### config.mk
export PLATFORM = sky130hd
export DESIGN_NAME = scope_frame_crc16_encoder_core
export DESIGN_NICKNAME = d
export VERILOG_FILES = /design/src/hw/rtl/sfc_pkg.sv /design/src/hw/rtl/sfc_front.sv /design/src/hw/rtl/sfc_queue.sv /design/src/hw/rtl/sfc_back.sv /design/src/hw/rtl/scope_frame_crc16_encoder_core.sv
export SDC_FILE = /design/constraint.sdc
export NUM_CORES = 1
export LEC_CHECK = 0
export BUFFER_PORTS_ARGS = -buffer_cell sky130_fd_sc_hd__buf_2
export CORE_MARGIN = 2
export CORE_UTILIZATION = 39
export DETAILED_ROUTE_END_ITERATION = 8
export PLACE_DENSITY = 0.56
export SLEW_MARGIN = 20
export SYNTH_ARGS = -nofsm -noshare
export SYNTH_HDL_FRONTEND = slang
export SYNTH_SLANG_ARGS = --single-unit
### constraint.sdc
create_clock -name clk -period 5.4 [get_ports clk]
set_clock_uncertainty 0.15 [all_clocks]
set_input_delay 1.08 -clock clk [delete_from_list [all_inputs] [get_ports clk]]
set_output_delay 1.08 -clock clk [all_outputs]
set_load 0.01 [all_outputs]
### src/hw/rtl/sfc_pkg.sv
package sfc_pkg;

    // Frame layout: eight data bytes, then the CRC low and high bytes.
    localparam int FRAME_DATA_BYTES = 8;
    localparam int FRAME_BYTES      = 10;
    localparam int IDX_W            = $clog2(FRAME_BYTES);

    // CRC-16/MODBUS constants, reflected form.
    localparam logic [15:0] CRC_INIT = 16'hFFFF;
    localparam logic [15:0] CRC_POLY = 16'hA001;

    // Default depth of the queue between the front and back parts.
    localparam int QUEUE_DEPTH = 2;

    typedef logic [IDX_W-1:0] byte_idx_t;

    localparam byte_idx_t CRC_IDX  = byte_idx_t'(FRAME_DATA_BYTES);
    localparam byte_idx_t LAST_IDX = byte_idx_t'(FRAME_BYTES - 1);

    // One sample set as raw 16-bit patterns.
    typedef struct packed {
        logic [15:0] ch3;
        logic [15:0] ch2;
        logic [15:0] ch1;
        logic [15:0] ch0;
    } sample_set_t;

    // Queue status seen by both sides.
    typedef struct packed {
        logic full;
        logic empty;
    } q_status_t;

    // Fold one byte into the running CRC, least significant bit first.
    function automatic logic [15:0] crc16_byte(input logic [15:0] crc_in,
                                               input logic [7:0]  data);
        logic [15:0] c;
        c = crc_in ^ {8'h00, data};
        for (int b = 0; b < 8; b++)
        begin
            c = c[0] ? ((c >> 1) ^ CRC_POLY) : (c >> 1);
        end
        return c;
    endfunction

endpackage

### src/hw/rtl/sfc_front.sv
module sfc_front
    import sfc_pkg::*;
(
    input  logic         clk,
    input  logic         rst_n,
    input  logic         in_valid,
    output logic         in_stall,
    input  logic [15:0]  channel_zero,
    input  logic [15:0]  channel_one,
    input  logic [15:0]  channel_two,
    input  logic [15:0]  channel_three,
    input  q_status_t    q_status,
    output logic         push,
    output sample_set_t  push_entry
);

    logic        hold_valid_reg;
    logic        hold_valid_next;
    sample_set_t hold_data_reg;
    logic        accept;

    // The holding register frees up whenever its request moves into the queue.
    assign push     = hold_valid_reg && !q_status.full;
    assign in_stall = hold_valid_reg && q_status.full;
    assign accept   = in_valid && !in_stall;

    assign push_entry = hold_data_reg;

    // Next value of the holding register's valid flag.
    always_comb
    begin
        hold_valid_next = hold_valid_reg;
        if (accept)
        begin
            hold_valid_next = 1'b1;
        end
        else if (push)
        begin
            hold_valid_next = 1'b0;
        end
    end

    // Control state.
    always_ff @(posedge clk or negedge rst_n)
    begin
        if (!rst_n)
        begin
            hold_valid_reg <= 1'b0;
        end
        else
        begin
            hold_valid_reg <= hold_valid_next;
        end
    end

    // Capture the sample set as raw bit patterns.
    always_ff @(posedge clk)
    begin
        if (accept)
        begin
            hold_data_reg <= '{ch3: channel_three, ch2: channel_two,
                               ch1: channel_one,   ch0: channel_zero};
        end
    end

endmodule

### src/hw/rtl/sfc_queue.sv
module sfc_queue
    import sfc_pkg::*;
#(
    parameter int DEPTH = QUEUE_DEPTH
)
(
    input  logic         clk,
    input  logic         rst_n,
    input  logic         push,
    input  sample_set_t  push_entry,
    input  logic         pop,
    output sample_set_t  pop_entry,
    output q_status_t    q_status
);

    localparam int PTR_W = (DEPTH > 1) ? $clog2(DEPTH) : 1;
    localparam int CNT_W = $clog2(DEPTH + 1);
    localparam logic [PTR_W-1:0] PTR_LAST = PTR_W'(DEPTH - 1);
    localparam logic [CNT_W-1:0] CNT_FULL = CNT_W'(DEPTH);

    sample_set_t      mem [DEPTH];
    logic [PTR_W-1:0] wr_ptr_reg;
    logic [PTR_W-1:0] wr_ptr_next;
    logic [PTR_W-1:0] rd_ptr_reg;
    logic [PTR_W-1:0] rd_ptr_next;
    logic [CNT_W-1:0] count_reg;
    logic [CNT_W-1:0] count_next;

    assign q_status.full  = (count_reg == CNT_FULL);
    assign q_status.empty = (count_reg == '0);
    assign pop_entry      = mem[rd_ptr_reg];

    // Pointer and fill count updates.
    always_comb
    begin
        wr_ptr_next = wr_ptr_reg;
        rd_ptr_next = rd_ptr_reg;
        count_next  = count_reg;
        if (push)
        begin
            wr_ptr_next = (wr_ptr_reg == PTR_LAST) ? '0 : wr_ptr_reg + 1'b1;
        end
        if (pop)
        begin
            rd_ptr_next = (rd_ptr_reg == PTR_LAST) ? '0 : rd_ptr_reg + 1'b1;
        end
        if (push && !pop)
        begin
            count_next = count_reg + 1'b1;
        end
        else if (pop && !push)
        begin
            count_next = count_reg - 1'b1;
        end
    end

    // Control state.
    always_ff @(posedge clk or negedge rst_n)
    begin
        if (!rst_n)
        begin
            wr_ptr_reg <= '0;
            rd_ptr_reg <= '0;
            count_reg  <= '0;
        end
        else
        begin
            wr_ptr_reg <= wr_ptr_next;
            rd_ptr_reg <= rd_ptr_next;
            count_reg  <= count_next;
        end
    end

    // Entry storage.
    always_ff @(posedge clk)
    begin
        if (push)
        begin
            mem[wr_ptr_reg] <= push_entry;
        end
    end

endmodule

### src/hw/rtl/sfc_back.sv
module sfc_back
    import sfc_pkg::*;
(
    input  logic         clk,
    input  logic         rst_n,
    input  q_status_t    q_status,
    input  sample_set_t  pop_entry,
    output logic         pop,
    output logic         out_valid,
    input  logic         out_stall,
    output logic [7:0]   frame_byte,
    output logic         frame_end
);

    logic        busy_reg;
    logic        busy_next;
    byte_idx_t   idx_reg;
    byte_idx_t   idx_next;
    logic [63:0] data_reg;
    logic [63:0] data_next;
    logic [15:0] crc_reg;
    logic [15:0] crc_next;
    logic        out_valid_reg;
    logic        out_valid_next;
    logic [7:0]  out_byte_reg;
    logic [7:0]  out_byte_next;
    logic        out_end_reg;
    logic        out_end_next;
    logic        out_free;
    logic        produce;
    logic        last;
    logic [7:0]  cur_byte;

    // A byte is produced whenever a frame is in progress and the output
    // register is free or being emptied.
    assign out_free = !out_valid_reg || !out_stall;
    assign produce  = busy_reg && out_free;
    assign last     = produce && (idx_reg == LAST_IDX);
    assign pop      = !q_status.empty && (!busy_reg || last);

    assign out_valid  = out_valid_reg;
    assign frame_byte = out_byte_reg;
    assign frame_end  = out_end_reg;

    // Select the byte at the current frame position.
    always_comb
    begin
        if (idx_reg < CRC_IDX)
        begin
            cur_byte = data_reg[7:0];
        end
        else if (idx_reg == CRC_IDX)
        begin
            cur_byte = crc_reg[7:0];
        end
        else
        begin
            cur_byte = crc_reg[15:8];
        end
    end

    // Serializer and CRC step: one byte per cycle while a frame is in progress and the output register is free.
    always_comb
    begin
        busy_next      = busy_reg;
        idx_next       = idx_reg;
        data_next      = data_reg;
        crc_next       = crc_reg;
        out_valid_next = out_valid_reg;
        out_byte_next  = out_byte_reg;
        out_end_next   = out_end_reg;

        if (out_free)
        begin
            out_valid_next = produce;
        end

        if (produce)
        begin
            out_byte_next = cur_byte;
            out_end_next  = last;
            idx_next      = idx_reg + 1'b1;
            data_next     = data_reg >> 8;
            if (idx_reg < CRC_IDX)
            begin
                crc_next = crc16_byte(crc_reg, data_reg[7:0]);
            end
        end

        // Load the next sample set as the current frame finishes, or when idle.
        if (pop)
        begin
            busy_next = 1'b1;
            idx_next  = '0;
            data_next = pop_entry;
            crc_next  = CRC_INIT;
        end
        else if (last)
        begin
            busy_next = 1'b0;
        end
    end

    // Control state.
    always_ff @(posedge clk or negedge rst_n)
    begin
        if (!rst_n)
        begin
            busy_reg      <= 1'b0;
            idx_reg       <= '0;
            out_valid_reg <= 1'b0;
        end
        else
        begin
            busy_reg      <= busy_next;
            idx_reg       <= idx_next;
            out_valid_reg <= out_valid_next;
        end
    end

    // Payload registers.
    always_ff @(posedge clk)
    begin
        data_reg     <= data_next;
        crc_reg      <= crc_next;
        out_byte_reg <= out_byte_next;
        out_end_reg  <= out_end_next;
    end

endmodule

### src/hw/rtl/scope_frame_crc16_encoder_core.sv
// Path: an accepted sample set passes the holding register, the queue memory, the
// frame data register and the output byte register; frame_end marks its last byte.
// Throughput: one byte per cycle while a frame is in progress and out_stall is low,
// set by the output serializer, which folds each data byte into the CRC.
// Reset: rst_n clears the queue, the frame sequencer and the output valid at once.
module scope_frame_crc16_encoder_core
    import sfc_pkg::*;
#(
    parameter int QUEUE_DEPTH_P = QUEUE_DEPTH
)
(
    input  logic                clk,
    input  logic                rst_n,
    input  logic                in_valid,
    output logic                in_stall,
    input  logic signed [15:0]  channel_zero,
    input  logic signed [15:0]  channel_one,
    input  logic signed [15:0]  channel_two,
    input  logic signed [15:0]  channel_three,
    output logic                out_valid,
    input  logic                out_stall,
    output logic [7:0]          frame_byte,
    output logic                frame_end
);

    q_status_t   q_status;
    logic        push;
    logic        pop;
    sample_set_t push_entry;
    sample_set_t pop_entry;

    // Front part: takes requests and holds them for the queue.
    sfc_front u_front (
        .clk           (clk),
        .rst_n         (rst_n),
        .in_valid      (in_valid),
        .in_stall      (in_stall),
        .channel_zero  (channel_zero),
        .channel_one   (channel_one),
        .channel_two   (channel_two),
        .channel_three (channel_three),
        .q_status      (q_status),
        .push          (push),
        .push_entry    (push_entry)
    );

    // Queue between the two parts.
    sfc_queue #(
        .DEPTH (QUEUE_DEPTH_P)
    ) u_queue (
        .clk        (clk),
        .rst_n      (rst_n),
        .push       (push),
        .push_entry (push_entry),
        .pop        (pop),
        .pop_entry  (pop_entry),
        .q_status   (q_status)
    );

    // Back part: frame serializer with CRC.
    sfc_back u_back (
        .clk        (clk),
        .rst_n      (rst_n),
        .q_status   (q_status),
        .pop_entry  (pop_entry),
        .pop        (pop),
        .out_valid  (out_valid),
        .out_stall  (out_stall),
        .frame_byte (frame_byte),
        .frame_end  (frame_end)
    );

`ifndef ASSERT_OFF
    // The queue is never full and empty at once.
    a_queue_status: assert property (@(posedge clk) disable iff (!rst_n)
        !(q_status.full && q_status.empty))
        else $error("queue reports full and empty together");

    // No write into a full queue.
    a_no_overflow: assert property (@(posedge clk) disable iff (!rst_n)
        push |-> !q_status.full)
        else $error("queue written while full");

    // No read from an empty queue.
    a_no_underflow: assert property (@(posedge clk) disable iff (!rst_n)
        pop |-> !q_status.empty)
        else $error("queue read while empty");

    // A taken frame end byte is not followed by another frame end byte.
    a_end_spacing: assert property (@(posedge clk) disable iff (!rst_n)
        (out_valid && !out_stall && frame_end) |=> !(out_valid && frame_end))
        else $error("two frame end bytes in a row");
`endif

endmodule
==> results.py <==
metrics = {
    "power": {
        "p_per_area_nw_per_um2": 582,
        "p_leak_nw": 4.69,
        "peakVddDrop_mv": 0.259,
    },
    "logic_synthesis": {
        "synth_fp_nets": 707,
        "synth-compound-area-share": 0.0390,
        "synth-seq-cells": 292,
        "syn_avg_cell_area_um2": 16.9,
        "yosysTopAreaCell": "edfxtp_1",
        "synth_mux_area_frac": 0.0672,
        "synth_top_family_by_area": "multiplexers",
        "synth_top_area_share": 0.742,
        "synth_edf_count": 265,
        "synth_area_um2": 10700,
        "synth-xor-area-share": 0.0323,
        "synthAdderAreaFrac": 0.00467,
        "synth_simple_gate_area_frac": 0.0470,
        "synth_cell_types": 30,
        "synth_area_leaders": "edfxtp_1 74%, mux2i_1 6.7%, dfxtp_1 3.0%, nand2_1 2.9%, dfrtp_1 2.6%",
        "synth_ff_type": "edfxtp_1",
        "yosysSeqAreaShare": 0.798,
        "yosys_warnings": 0,
        "async_flop_share": 0.0377,
        "syn_inst": 635,
    },
    "clock_network": {
        "hold_buffers": 0,
        "cts_tree": "done",
        "clk_latency_ns": 0.56,
        "cts-htree-levels": 1,
        "cts_sinks": 292,
        "clkTransAtPathRegs_ns": 0.06,
        "cts_made_buffers": 30,
        "clock-root-buffer": "clkbuf_16",
        "post-cts-setup-buffer-count": 0,
        "cts-resized-gates": 0,
        "cts_max_path_buffers": 3,
    },
    "placement": {
        "place.port_buffers": 78,
        "detailed_place_hpwl_um": 11200,
        "place_area_um2": 11500,
        "gp_congestion": 0.797,
    },
    "cells_and_area": {
        "area_delta_synth_final_pct": 16.4,
        "regArea_um2": 8560,
        "largest_reg_flops": 128,
        "n_antenna_cell": 0,
        "final_nets": 797,
        "fin_area_um2": 12500,
        "fillers": 2273,
        "multiInputGateArea_um2": 2050,
        "drive_gt1_frac": 0.188,
        "fin_util": 0.463,
    },
    "routing": {
        "detail_route.first_pass.iterations": 4,
        "viasPerCell": 4.75,
        "finalWirelength_um": 17900,
        "drc_errors": 0,
        "ant_nets": 0,
        "wl_per_cell_um": 16.4,
        "vias": 5180,
        "drt_iter0_markers": 559,
    },
    "die": {
        "die_h_um": 170,
        "pin_count": 79,
        "die_x_um": 170,
        "coreArea_um2": 27000,
        "die_area_um2": 28800,
        "initial_core_util": 0.398,
        "rows": 60,
    },
    "global_route": {
        "antenna_found_initial": 0,
        "grt-ovfl-total": 0,
        "grt_pass1_wl_um": 28400,
        "grt_pass1_vias": 5307,
        "grt_max_degree": 65,
        "grtUsageTotal": 0.125,
    },
    "timing": {
        "rsz0062_at_grt": "false",
        "finalSetupViolCount": 0,
        "post-route-period-util": 0.620,
        "fin_crit_ns": 3.35,
        "slew_violations": 0,
        "fmax_mhz": 299,
        "fin_setup_tns_ns": 0,
        "slew_headroom": 0.399,
        "tightest_slew_ns": 0.901,
        "hold_viol_final": 0,
    },
    "setup_path": {
        "crit_required_ns": 5.43,
        "critical_path_class": "register to register",
        "critPathLaunchType": "register",
        "cp-end-kind": "register",
        "critical_path_peak_fanout": 64,
        "cp.arrival_ns": 3.38,
    },
    "min_path": {
        "min_path_type": "input port to asynchronous set/reset pin",
    },
    "flow_run": {
        "timing.max_cap.violations": 0,
    },
    "run_status": {
        "status": "finished clean",
    },
}
==> cell usage after synthesis (3+ instances only) <==
| cell | count |
|---|---|
| xnor2_2 | 4 |
| xnor2_1 | 17 |
| clkbuf_1 | 15 |
| mux2i_1 | 72 |
| dfxtp_1 | 16 |
| o21ai_0 | 44 |
| buf_1 | 9 |
| o211ai_1 | 8 |
| inv_1 | 5 |
| edfxtp_1 | 265 |
| o21ai_1 | 14 |
| ha_1 | 4 |
| buf_2 | 3 |
| nor2_1 | 24 |
| nand3_1 | 5 |
| nand2b_1 | 5 |
| xor2_1 | 7 |
| dfrtp_1 | 11 |
| a21oi_1 | 12 |
| nand2_1 | 82 |
==> path summary, 6_finish.rpt <==
path                                       end              startpoint  slack, ns  cells after the start
min in group clk            u_queue.mem[0][26]  u_front.push_entry[26]       0.30                      0
min                           u_back.out_valid                   rst_n       0.24                      1
max in group asynchronous   u_queue.rd_ptr_reg                   rst_n       4.62                      1
max reg2reg                u_back.data_reg[57]       u_back.idx_reg[3]       2.05                      6
max                        u_back.data_reg[57]       u_back.idx_reg[3]       2.05                      6
min reg2reg                 u_queue.mem[0][26]  u_front.push_entry[26]       0.30                      0
==> metrics by stage <==
stage | std cells | setup WS (ns) | hold WS, ns | power, mW
final | 1090 | 2.05 | 0.244 | 7.26
after global routing | 1090 | 1.71 | 0.243 | 7.65
after CTS | 1090 | 2.05 | 0.238 | 7.36
after detailed placement | 1034 | 1.68 | 0.281 | 5.33
after global placement | 1034 | 1.74 | 0.278 | 5.25
after floorplan | 635 | 1.36 | 0.271 | 4.85
==> worst max-delay path, stage by stage (launching register included) <==
cell	delay, ns
dfrtp_1	0.73
nand3b_1	0.19
o21ai_1	0.21
o21a_1	0.32
clkinv_2	0.46
nand2_2	0.19
buf_4	0.64
==> layer usage <==
metal  vias up  track usage  wire length [um]
li1       2539            -                 -
met1      2496        0.163              8000
met2       119        0.215              8790
met3        26       0.0236               761
met4         0       0.0349               349
met5         -            0                 0
==> area by class of cell <==
| type | instances | share of cell area |
|---|---|---|
| clock inverters | 17 | 0.0147 |
| inverters | 6 | 0.00190 |
| well taps | 341 | 0.0342 |
| clock buffers | 39 | 0.0637 |
| flip-flops and latches | 292 | 0.686 |
| multi-input cells | 310 | 0.164 |
| repair buffers | 85 | 0.0355 |
==> cells in the final DEF, fill, tap and decap left out, drive strengths merged <==
cell and n:
nor3 2, xnor2 21, and3 1, edfxtp 265
nand2 82, clkinv 14, o211ai 8, bufinv 3
o21ai 58, clkbuf 39, nor2 24, buf 85
dfxtp 16, inv 5, o21a 1, xnor3 1
ha 4, nand2b 5, a21oi 12, mux2i 72
nand3 5, and2 2, nand3b 2, nand4 1
dfrtp 11, xor3 2, clkinvlp 1, xor2 7
==> power breakdown <==
group	internal [mW]	switching (mW)	leakage, nW
clock network	1.18	0.837	0.480
logic	0.719	0.927	1.41
registers	3.27	0.324	2.80
total	5.18	2.09	4.69
==> cells by family (layout without fill, tap and decap cells) <==
logic type,Yosys count,in the layout
compound gates,79,79
xor+xnor,31,31
fa+ha+maj,4,4
buf+inv,33,147
flops,292,292
mux,72,72
simple gates,124,124
(Power assumes the default switching activity.)
